<file path="src/design/fcms_pkg.sv">
// fcms_pkg: types, address decode constants and the carrier table shared by
// the FM mute/shadow front end and its checker. No dependencies.
package fcms_pkg;

    // Channel and operator geometry
    localparam int CHANNELS = 8;
    localparam int CH_W     = 3;
    localparam int OPS      = 4;
    localparam int OP_W     = 2;
    localparam int LVL_W    = 7;
    localparam int ALG_W    = 3;
    localparam int LVL_AW   = CH_W + OP_W;

    // Function codes
    localparam logic FUNC_REG_WRITE = 1'b0;
    localparam logic FUNC_MUTE      = 1'b1;

    // Address decode
    localparam logic [2:0] LVL_PAGE   = 3'b011;    // 0x60-0x7F
    localparam logic [4:0] ALG_PAGE   = 5'b00100;  // 0x20-0x27
    localparam logic [LVL_W-1:0] LVL_MAX = 7'h7F;

    typedef struct packed {
        logic       func;
        logic [7:0] reg_addr;
        logic [7:0] reg_data;
        logic       mute_on;
    } t_in_item;

    typedef struct packed {
        logic [7:0] chip_addr;
        logic [7:0] chip_data;
        logic       last;
    } t_out_item;

    // Carrier operators per algorithm; bit k selects operator k
    function automatic logic [OPS-1:0] carrier_mask(input logic [ALG_W-1:0] alg);
        logic [OPS-1:0] m;
        unique case (alg)
            3'd0, 3'd1, 3'd2, 3'd3: m = 4'h8;
            3'd4:                   m = 4'hC;
            3'd5, 3'd6:             m = 4'hE;
            default:                m = 4'hF;
        endcase
        return m;
    endfunction

endpackage

</file>
<file path="src/design/fm_chip_mute_shadow.sv">
// fm_chip_mute_shadow: shadowing front end for an FM synthesizer register
// port. Depends on fcms_pkg and fcms_ram.
//
// Usage:
//   An input transaction is taken when start is high and busy is low. A
//   register write (func 0) is forwarded to the chip as one write, shown on
//   o_result with o_strobe in the cycle after it is taken, last set. It also
//   updates the total-level shadow (0x60-0x7F) or algorithm shadow
//   (0x20-0x27). While busy is low, register writes are taken back to
//   back, one per cycle. A mute command (func 1) raises busy and walks
//   channels 0..7. For each channel it reads the algorithm shadow, then
//   for each carrier operator reads the level shadow and emits one
//   total-level write (0x7F when muting, the shadowed level when
//   restoring), so a command gives between 8 and 32 writes. Each shadow
//   RAM has a single registered read port, so each read has a request
//   state ahead of the state that uses its data. Only the final write
//   carries last. Results cannot be stalled: each is valid for exactly
//   one cycle. Reset clears the shadow valid bits, so levels read 0x7F
//   and algorithms read 0 until written; there is no clearing pass.
module fm_chip_mute_shadow (
    input  logic                i_clk,
    input  logic                i_rst_n,
    input  logic                start,
    output logic                busy,
    input  fcms_pkg::t_in_item  i_item,
    output logic                o_strobe,
    output fcms_pkg::t_out_item o_result
);
    import fcms_pkg::*;

    typedef enum logic [2:0] {
        S_IDLE,
        S_ALG_REQ,
        S_ALG_USE,
        S_LVL_REQ,
        S_LVL_USE
    } t_state;

    t_state           r_state;
    logic [CH_W-1:0]  r_ch;
    logic [OP_W-1:0]  r_k;
    logic [OPS-1:0]   r_mask;
    logic             r_mute;
    logic             r_strobe;
    t_out_item        r_result;

    logic [(1 << LVL_AW)-1:0] r_lvl_vld;
    logic [CHANNELS-1:0] r_alg_vld;
    logic             r_lvl_rd_vld;
    logic             r_alg_rd_vld;

    logic             accept;
    logic             reg_wr;
    logic             lvl_we;
    logic             alg_we;
    logic [LVL_AW-1:0] lvl_raddr;
    logic [LVL_W-1:0] lvl_rdata;
    logic [ALG_W-1:0] alg_rdata;
    logic [LVL_W-1:0] lvl_val;
    logic [ALG_W-1:0] alg_val;
    logic             n_last;

    // Decode incoming transaction
    assign accept = start && !busy;
    assign reg_wr = accept && (i_item.func == FUNC_REG_WRITE);
    assign lvl_we = reg_wr && (i_item.reg_addr[7:5] == LVL_PAGE);
    assign alg_we = reg_wr && (i_item.reg_addr[7:3] == ALG_PAGE);

    assign lvl_raddr = {r_k, r_ch};

    fcms_ram #(
        .WIDTH (LVL_W),
        .DEPTH (32)
    ) u_lvl_ram (
        .i_clk   (i_clk),
        .i_we    (lvl_we),
        .i_waddr (i_item.reg_addr[LVL_AW-1:0]),
        .i_wdata (i_item.reg_data[LVL_W-1:0]),
        .i_raddr (lvl_raddr),
        .o_rdata (lvl_rdata)
    );

    fcms_ram #(
        .WIDTH (ALG_W),
        .DEPTH (CHANNELS)
    ) u_alg_ram (
        .i_clk   (i_clk),
        .i_we    (alg_we),
        .i_waddr (i_item.reg_addr[CH_W-1:0]),
        .i_wdata (i_item.reg_data[ALG_W-1:0]),
        .i_raddr (r_ch),
        .o_rdata (alg_rdata)
    );

    // Unwritten entries read as their reset value
    assign lvl_val = r_lvl_rd_vld ? lvl_rdata : LVL_MAX;
    assign alg_val = r_alg_rd_vld ? alg_rdata : '0;
    assign n_last  = (r_ch == CH_W'(CHANNELS - 1)) && (r_k == OP_W'(OPS - 1));

    // Track written entries; sample valid alongside each RAM read
    always_ff @(posedge i_clk) begin
        if (!i_rst_n) begin
            r_lvl_vld <= '0;
            r_alg_vld <= '0;
        end else begin
            if (lvl_we) begin
                r_lvl_vld[i_item.reg_addr[LVL_AW-1:0]] <= 1'b1;
            end
            if (alg_we) begin
                r_alg_vld[i_item.reg_addr[CH_W-1:0]] <= 1'b1;
            end
        end
        r_lvl_rd_vld <= r_lvl_vld[lvl_raddr];
        r_alg_rd_vld <= r_alg_vld[r_ch];
    end

    // Sequencer: forward register writes, walk carriers on a mute command
    always_ff @(posedge i_clk) begin
        if (!i_rst_n) begin
            r_state  <= S_IDLE;
            r_strobe <= 1'b0;
            r_ch     <= '0;
            r_k      <= '0;
        end else begin
            r_strobe <= 1'b0;
            unique case (r_state)
                S_IDLE: begin
                    if (reg_wr) begin
                        r_strobe           <= 1'b1;
                        r_result.chip_addr <= i_item.reg_addr;
                        r_result.chip_data <= i_item.reg_data;
                        r_result.last      <= 1'b1;
                    end else if (accept) begin
                        r_mute  <= i_item.mute_on;
                        r_ch    <= '0;
                        r_state <= S_ALG_REQ;
                    end
                end
                S_ALG_REQ: begin
                    r_state <= S_ALG_USE;
                end
                S_ALG_USE: begin
                    r_mask  <= carrier_mask(alg_val);
                    r_k     <= '0;
                    r_state <= S_LVL_REQ;
                end
                S_LVL_REQ: begin
                    // operator 3 is a carrier in every algorithm
                    if (r_mask[r_k]) begin
                        r_state <= S_LVL_USE;
                    end else begin
                        r_k <= r_k + 1'b1;
                    end
                end
                S_LVL_USE: begin
                    r_strobe           <= 1'b1;
                    r_result.chip_addr <= {LVL_PAGE, r_k, r_ch};
                    r_result.chip_data <= {1'b0, (r_mute ? LVL_MAX : lvl_val)};
                    r_result.last      <= n_last;
                    if (r_k == OP_W'(OPS - 1)) begin
                        if (r_ch == CH_W'(CHANNELS - 1)) begin
                            r_state <= S_IDLE;
                        end else begin
                            r_ch    <= r_ch + 1'b1;
                            r_state <= S_ALG_REQ;
                        end
                    end else begin
                        r_k     <= r_k + 1'b1;
                        r_state <= S_LVL_REQ;
                    end
                end
                default: begin
                    r_state <= S_IDLE;
                end
            endcase
        end
    end

    assign busy     = (r_state != S_IDLE);
    assign o_strobe = r_strobe;
    assign o_result = r_result;

endmodule

</file>
<file path="src/design/fcms_ram.sv">
// fcms_ram: generic single-write, single-read synchronous RAM with a
// registered read. No package dependencies.
module fcms_ram #(
    parameter int WIDTH = 8,
    parameter int DEPTH = 32
) (
    input  logic                     i_clk,
    input  logic                     i_we,
    input  logic [$clog2(DEPTH)-1:0] i_waddr,
    input  logic [WIDTH-1:0]         i_wdata,
    input  logic [$clog2(DEPTH)-1:0] i_raddr,
    output logic [WIDTH-1:0]         o_rdata
);

    logic [WIDTH-1:0] r_mem [DEPTH];
    logic [WIDTH-1:0] r_rdata;

    // Write port and registered read port
    always_ff @(posedge i_clk) begin
        if (i_we) begin
            r_mem[i_waddr] <= i_wdata;
        end
        r_rdata <= r_mem[i_raddr];
    end

    assign o_rdata = r_rdata;

endmodule

</file>
<file path="config.mk">
export PLATFORM = sky130hd
export DESIGN_NAME = fm_chip_mute_shadow
export DESIGN_NICKNAME = d
export VERILOG_FILES = /design/src/design/fcms_pkg.sv /design/src/design/fm_chip_mute_shadow.sv /design/src/design/fcms_ram.sv
export SDC_FILE = /design/constraint.sdc
export NUM_CORES = 1
export LEC_CHECK = 0
export ABC_AREA = 1
export BUFFER_PORTS_ARGS = -buffer_cell sky130_fd_sc_hd__buf_2
export CORE_MARGIN = 2
export CORE_UTILIZATION = 35
export CTS_CLUSTER_SIZE = 28
export DETAILED_ROUTE_END_ITERATION = 8
export PLACE_DENSITY_LB_ADDON = 0.12
export RECOVER_POWER = 25
export SLEW_MARGIN = 20
export SYNTH_ARGS = -nofsm -noshare
export SYNTH_HDL_FRONTEND = slang
export SYNTH_SLANG_ARGS = --single-unit
</file>
<file path="constraint.sdc">
create_clock -name i_clk -period 2.7 [get_ports i_clk]
set_clock_uncertainty 0.2 [all_clocks]
set_input_delay 0.54 -clock i_clk [delete_from_list [all_inputs] [get_ports i_clk]]
set_output_delay 0.54 -clock i_clk [all_outputs]
set_load 0.03 [all_outputs]
</file>
**Word level (Yosys, flattened, before mapping)**

Memory sizes are Yosys's and may differ from the RTL's. A register that Yosys moved wholly into a read port is not among the register bits.
Cells that the tools add are included.

- $add $sub $neg: 2
- Multiply operators: 0
- Divide/modulo/power cells: 0
- Magnitude comparators: 7
- Equality and inequality tests: 22
- Shifts and indexed selects: 0
- Muxes and demuxes: 36
- Bitwise operators: 4
- Reductions and logical operators: 21

Operators with widths:

| kind | count |
|---|---|
| $pmux 17 s2 | 1 |
| $or 32x32->32 | 1 |
| $mux 3 | 9 |
| $mux 17 | 1 |
| $ne 2x2->1 const B | 8 |
| $eq 3x2->1 const B | 5 |
| $eq 3x3->1 const B | 5 |
| $pmux 3 s5 | 1 |
| $mux 7 | 2 |
| $lt 5x6->1 const B | 2 |
| $mux 1 | 11 |
| $pmux 3 s3 | 1 |
| $reduce_and 3->1 | 3 |
| $lt 3x4->1 const B | 2 |
| $or 8x8->8 | 1 |
| $logic_and 1x1->1 | 7 |
| $eq 3x1->1 const B | 2 |
| $logic_not 3->1 | 2 |
| $pmux 2 s3 | 1 |
| $pmux 3 s2 | 1 |
| $reduce_bool 3->1 | 2 |
| $bmux 1 s5 | 1 |
| $demux 1 s5 | 1 |
| $eq 5x3->1 const B | 1 |
| other kinds (19) | 21 |

- Flip-flop bits (word level): 73
- Bits in latches: 0
- Bits in writable memories: 248
- Bits in read-only memories: 0
- Input port bits: 21
- Output and inout bits: 19
- Word-level logic and storage cells: 107
- Memories kept: 2

Memory list:

| name | words | bits a word | rd ports | clocked after memory_dff | write ports | line | source |
|---|---|---|---|---|---|---|---|
| u_lvl_ram.r_mem | 32 | 7 | 1 | 1 | 1 | fcms_ram.sv:15 | `logic [WIDTH-1:0] r_mem [DEPTH];` |
| u_alg_ram.r_mem | 8 | 3 | 1 | 1 | 1 | fcms_ram.sv:15 |  |

**Depth between registers and ports, before layout**

- Depth after elaboration: 7
- Depth in mapped cells: 11
- Mapped depth without buffers: 10

**By module**

From an unflattened synthesis, not the netlist that was laid out.

- Cells, all modules: 1382
- Area total of the unflattened synthesis: 13997.2 sq um

Modules (own cells, without submodules):

| module | times used | cells each | area an instance (sq um) | sequential area each (sq um) |
|---|---|---|---|---|
| fcms_ram at u_lvl_ram | 1 | 813 | 9416.5 | 6866.6 |
| fm_chip_mute_shadow | 1 | 445 | 3403.3 | 1651.6 |
| fcms_ram at u_alg_ram | 1 | 124 | 1177.4 | 780.7 |

**Worst setup path after synthesis**

OpenSTA, ideal clock, no wires.

- Kind: flip-flop to flip-flop
- Start point: register r_state[0]
- End point: register r_result (netlist bit o_result[0]), enable pin
- Setup time: 0.397 ns
- Arrival time: 1.840 ns
- Data required time: 2.103 ns
- Path slack: 0.264 ns
- Stages on the path, launching flop included: 6
- Buffers on the path: 2
- Period minus slack after synthesis: 2.436 ns
- Path through: dfxtp_1 > nor2_1 > nand2_1 > buf_2 > clkbuf_1 > a21oi_1

- Cells in the longest elaborated chain, start to end: 6
- Elaborated cells on any way between the ends: 9
- Classes of those cells: 2 x eq/ne; 7 x reduce/logical

RTL lines:

| element | line | source |
|---|---|---|
| start: declaration | fm_chip_mute_shadow.sv:39 | `t_state r_state;` |
| start signal: assignment | fm_chip_mute_shadow.sv:120 | `r_state <= S_IDLE;` |
| start signal: assignment | fm_chip_mute_shadow.sv:136 | `r_state <= S_ALG_REQ;` |
| start signal: assignment | fm_chip_mute_shadow.sv:140 | `r_state <= S_ALG_USE;` |
| $reduce_bool 3->1 | fm_chip_mute_shadow.sv:179 | `assign busy = (r_state != S_IDLE);` |
| $logic_not 1->1 | fm_chip_mute_shadow.sv:64 | `assign accept = start && !busy;` |
| $logic_and 1x1->1 | fm_chip_mute_shadow.sv:64 |  |
| $logic_and 1x1->1 | fm_chip_mute_shadow.sv:65 | `assign reg_wr = accept && (i_item.func == FUNC_REG_WRITE);` |
| $ne 2x2->1 (no source line) | -- |  |
| $reduce_and 3->1 (no source line) * | -- |  |
| end: declaration | fm_chip_mute_shadow.sv:45 | `t_out_item r_result;` |

Mark *: on every way between the ends. The rest lies on a longest branch, timed or not.
A chain may end at the register's enable or synchronous reset.

==> impl_summary.md <==
Floorplan
The initial standard-cell utilization of the core is between 30% and 40%. The core region is 38600 um^2. In this run the count of I/O pins placed on the die edge is 40.

The full die area is about 41000 um^2. The floorplan has 72 rows. The die is just over 200 um wide. The die is 201 um tall.

GRT
Entering global routing, the biggest net connects 76 pins. The first global-routing pass estimated roughly 57000 um of wire. Global routing consumed, on the met1 layer, 26.8% of the routing resources. The global routing usage on met2 is between 20% and 30%. The layer with the highest usage after global routing is met2.

The total routing resource utilization after global routing is 18.6%. The initial antenna violation count is 0. In the global route stage, met3 resource usage came out at around 2.9%.

After global routing the overflow that remains totals 0. The via count of the first global-routing pass is about 9300.

Synth
For this run, the register share of the synthesized area comes to roughly two thirds. The synthesized design contains 330 register bits. The synthesized netlist contains 25 unique library cells. Sorting the synthesized cells by area gives the leading types as sky130_fd_sc_hd__edfxtp_1 59%, sky130_fd_sc_hd__nand2_1 12%, sky130_fd_sc_hd__dfxtp_1 9.0%. The mapped netlist covers between 10000 and 15000 um^2. The net count after synthesis is 1356. After synthesis, the mean cell area works out to 10.2 um^2. Synthesis produced ~1300 cells. The fraction of post-synthesis cell area in the top cell type by area is between 50% and 60%. The number of warnings issued by yosys is 0. sky130_fd_sc_hd__edfxtp_1 takes more of the synthesized area than any other cell.

Power
The overall power after layout is around 13 mW. The peak supply drop is 0.304 mV. The power per cell area is 802 nW/um^2. The leakage power is 6.05 nW.

Placement
The number of input and output port buffers inserted is 39. Summed over all nets, the half-perimeter wirelength after detailed placement is about 24000 um. The routability congestion estimate from global placement is slightly below 0.8.

Timing
The worst slew margin relative to its limit is -27.4%. The final hold violation count came to 0. The setup-violating endpoint count in the final report is 0. In the finished design, the share of the clock period the worst path needs comes to 83.0%. Setup repair after global routing left no endpoint under its margin.

The smallest clock period supported by the final layout is computed as about 2200 ps. The maximum clock rate is 446 MHz. At the pin with the least slew margin, the transition time is ~1900 ps. The max-slew violation count is 34. The final-layout setup total negative slack is 0 ps.

Clocking
The total number of H-tree levels is 2. TritonCTS built the clock tree. The buffer cell driving the clock tree root is sky130_fd_sc_hd__clkbuf_16. The clock sink count is 330. The latest clock arrival within the worst-skew pair is ~530 ps. The CTS buffer count is 38. Clock-pin slew was measured on the worst setup and hold paths at approximately 60 ps. The clock passes through at most 3 buffers.

Layout
The final core utilization is 41.7%. After the last flow step, the layout net total stands at between 1000 and 1500. The antenna diode instance count is 0. The growth of design area from synthesis to finish is 17.9%. Of the cells placed in the final design, the portion with a size suffix greater than 1 is around 13%.

Routing
Dividing the detail-routed wire length by the instance count gives roughly 19 um. The number of DRC markers in iteration 0 is 758. The DRC violation count after routing is 0. The detail route stage leaves a number of antenna-violating nets equal to 0. In the routed layout, each cell is associated on average with a via count of between 4 and 5. The first-pass detailed-route iteration total is 5. The routed design has between 30000 and 40000 um of wire.

The number of vias after detailed routing is between 9000 and 10000.

Worst setup path
The peak fanout along the critical path is 41. The critical path is of the reg2reg type. The kind of capture point of the worst setup path is a flip-flop.

The data required time at the worst endpoint is just under 3000 ps. The worst path arrival time is between 2000 and 3000 ps. The most critical setup path has its startpoint at r_ch[0]. The startpoint of the worst register-to-register path is r_ch[0]. STA classifies the critical path startpoint as a flip-flop.

Flow run
Across the run, the number of max-cap violations was 1.

Hold path
In this run the worst hold path is classified as in2reg. The startpoint identified for the worst hold timing path is i_rst_n.

Run status
The final reports fail on capacitance limit, slew limit. The run finished, with violations left.
-- power by group --
group | internal (mW) | switching [mW] | total (mW)
combinational | 0.562 | 1.43 | 1.99
clock | 3.12 | 2.02 | 5.15
sequential | 5.64 | 0.0923 | 5.73
-- through the flow --
step | cells | hold WS (ps) | setup slack (ps) | cell area (um^2)
floorplan | 1332 | 230 | 264 | 13600
global route | 1967 | 64.7 | 275 | 16100
detailed placement | 1897 | 240 | 381 | 14800
CTS | 1967 | 59.0 | 434 | 16100
finish | 1967 | 80.8 | 460 | 16100
global placement | 1897 | 237 | 366 | 14800
-- routing by layer --
| metal | wire, um | vias to the layer above |
|---|---|---|
| li1 | - | 4682 |
| met1 | 17800 | 4541 |
| met2 | 16700 | 257 |
| met3 | 2110 | 52 |
| met4 | 867 | 0 |
| met5 | 0 | - |
-- flip-flops by register name, indices dropped and copies added, names as in the netlist, 2 cells and up --
name / cells
u_lvl_ram.o_rdata: 7
r_alg_vld: 8
o_result: 17
u_lvl_ram.r_mem: 224
u_alg_ram.o_rdata: 3
r_state: 3
r_ch: 3
r_lvl_vld: 32
u_alg_ram.r_mem: 24
r_mask: 3
r_k: 2
-- path summary, 6_finish.rpt --
| check | endpoint | slack [ps] | depth (start not counted) |
|---|---|---|---|
| min reg2reg | r_lvl_vld[26] | 250 | 2 |
| max | u_lvl_ram.o_rdata[5] | 460 | 10 |
| max reg2reg | u_lvl_ram.o_rdata[5] | 460 | 10 |
| min | r_ch[1] | 80 | 3 |
-- placed cells by master (no fill, tap or decap) --
master and instances:
sky130_fd_sc_hd__nor3_4 1, sky130_fd_sc_hd__nand4_1 2, sky130_fd_sc_hd__clkinvlp_4 1, sky130_fd_sc_hd__clkbuf_1 14, sky130_fd_sc_hd__ha_1 3, sky130_fd_sc_hd__a31oi_1 5
sky130_fd_sc_hd__clkbuf_8 7, sky130_fd_sc_hd__a21oi_1 48, sky130_fd_sc_hd__clkbuf_2 1, sky130_fd_sc_hd__nand2_1 418, sky130_fd_sc_hd__dfxtp_2 1, sky130_fd_sc_hd__inv_6 1
sky130_fd_sc_hd__nand3b_1 1, sky130_fd_sc_hd__nor3_1 3, sky130_fd_sc_hd__nor2_2 2, sky130_fd_sc_hd__nand3_4 1, sky130_fd_sc_hd__nand3_1 236, sky130_fd_sc_hd__dfxtp_4 1
sky130_fd_sc_hd__nor2_4 2, sky130_fd_sc_hd__nor2_1 91, sky130_fd_sc_hd__bufinv_16 3, sky130_fd_sc_hd__or2_2 2, sky130_fd_sc_hd__o21ai_0 34, sky130_fd_sc_hd__inv_2 4
sky130_fd_sc_hd__dfxtp_1 59, sky130_fd_sc_hd__clkinv_1 6, sky130_fd_sc_hd__edfxtp_1 269, sky130_fd_sc_hd__clkinv_2 4, sky130_fd_sc_hd__inv_1 73, sky130_fd_sc_hd__buf_4 73
sky130_fd_sc_hd__inv_4 1, sky130_fd_sc_hd__dlygate4sd3_1 1, sky130_fd_sc_hd__clkinv_4 1, sky130_fd_sc_hd__clkbuf_16 39, sky130_fd_sc_hd__o22ai_1 1, sky130_fd_sc_hd__buf_2 35
sky130_fd_sc_hd__buf_12 5
-- cell families after synthesis --
kind of cell,Yosys count,synth area share (%)
simple gates,759,23.6
flops,330,68.3
compound gates,88,3.29
fa+ha+maj,3,0.276
buf+inv,152,4.60
-- area by class of cell --
| cell class | instances | area [um^2] |
|---|---|---|
| flip-flops and latches | 330 | 9300 |
| fillers | 3801 | 22500 |
| multi-input cells | 850 | 3690 |
| well taps | 518 | 648 |
| clock buffers | 53 | 1100 |
| clock inverters | 16 | 158 |
| repair buffers | 122 | 865 |
| inverters | 78 | 295 |
-- cell usage after synthesis (all sizes together) --
cell type  number
nand2         418
buf            49
nand3         237
a31oi           5
o22ai           1
nand3b          1
nand4           2
o21ai          34
inv            78
clkbuf         25
or2             2
ha              3
edfxtp        269
nor2           95
nor3            4
dfxtp          61
a21oi          48
-- repair_timing --
action / 4_1_cts / 5_1_grt
endpoints found under the hold margin: 1 / 0
resized for setup: 0 / 0
buffers inserted: 0 / 0
hold buffers: 1 / 0
-- critical path: stages, from the launching register on --
cell	delay, ps
sky130_fd_sc_hd__dfxtp_4	450
sky130_fd_sc_hd__inv_4	280
sky130_fd_sc_hd__buf_4	440
sky130_fd_sc_hd__nand2_1	90
sky130_fd_sc_hd__nand3_1	100
sky130_fd_sc_hd__nand3_1	110
sky130_fd_sc_hd__nand2_1	120
sky130_fd_sc_hd__nand2_1	60
sky130_fd_sc_hd__nand2_1	140
sky130_fd_sc_hd__nand2_1	80
sky130_fd_sc_hd__nand2_1	90
Note: power is estimated with default switching activity, not from simulation.
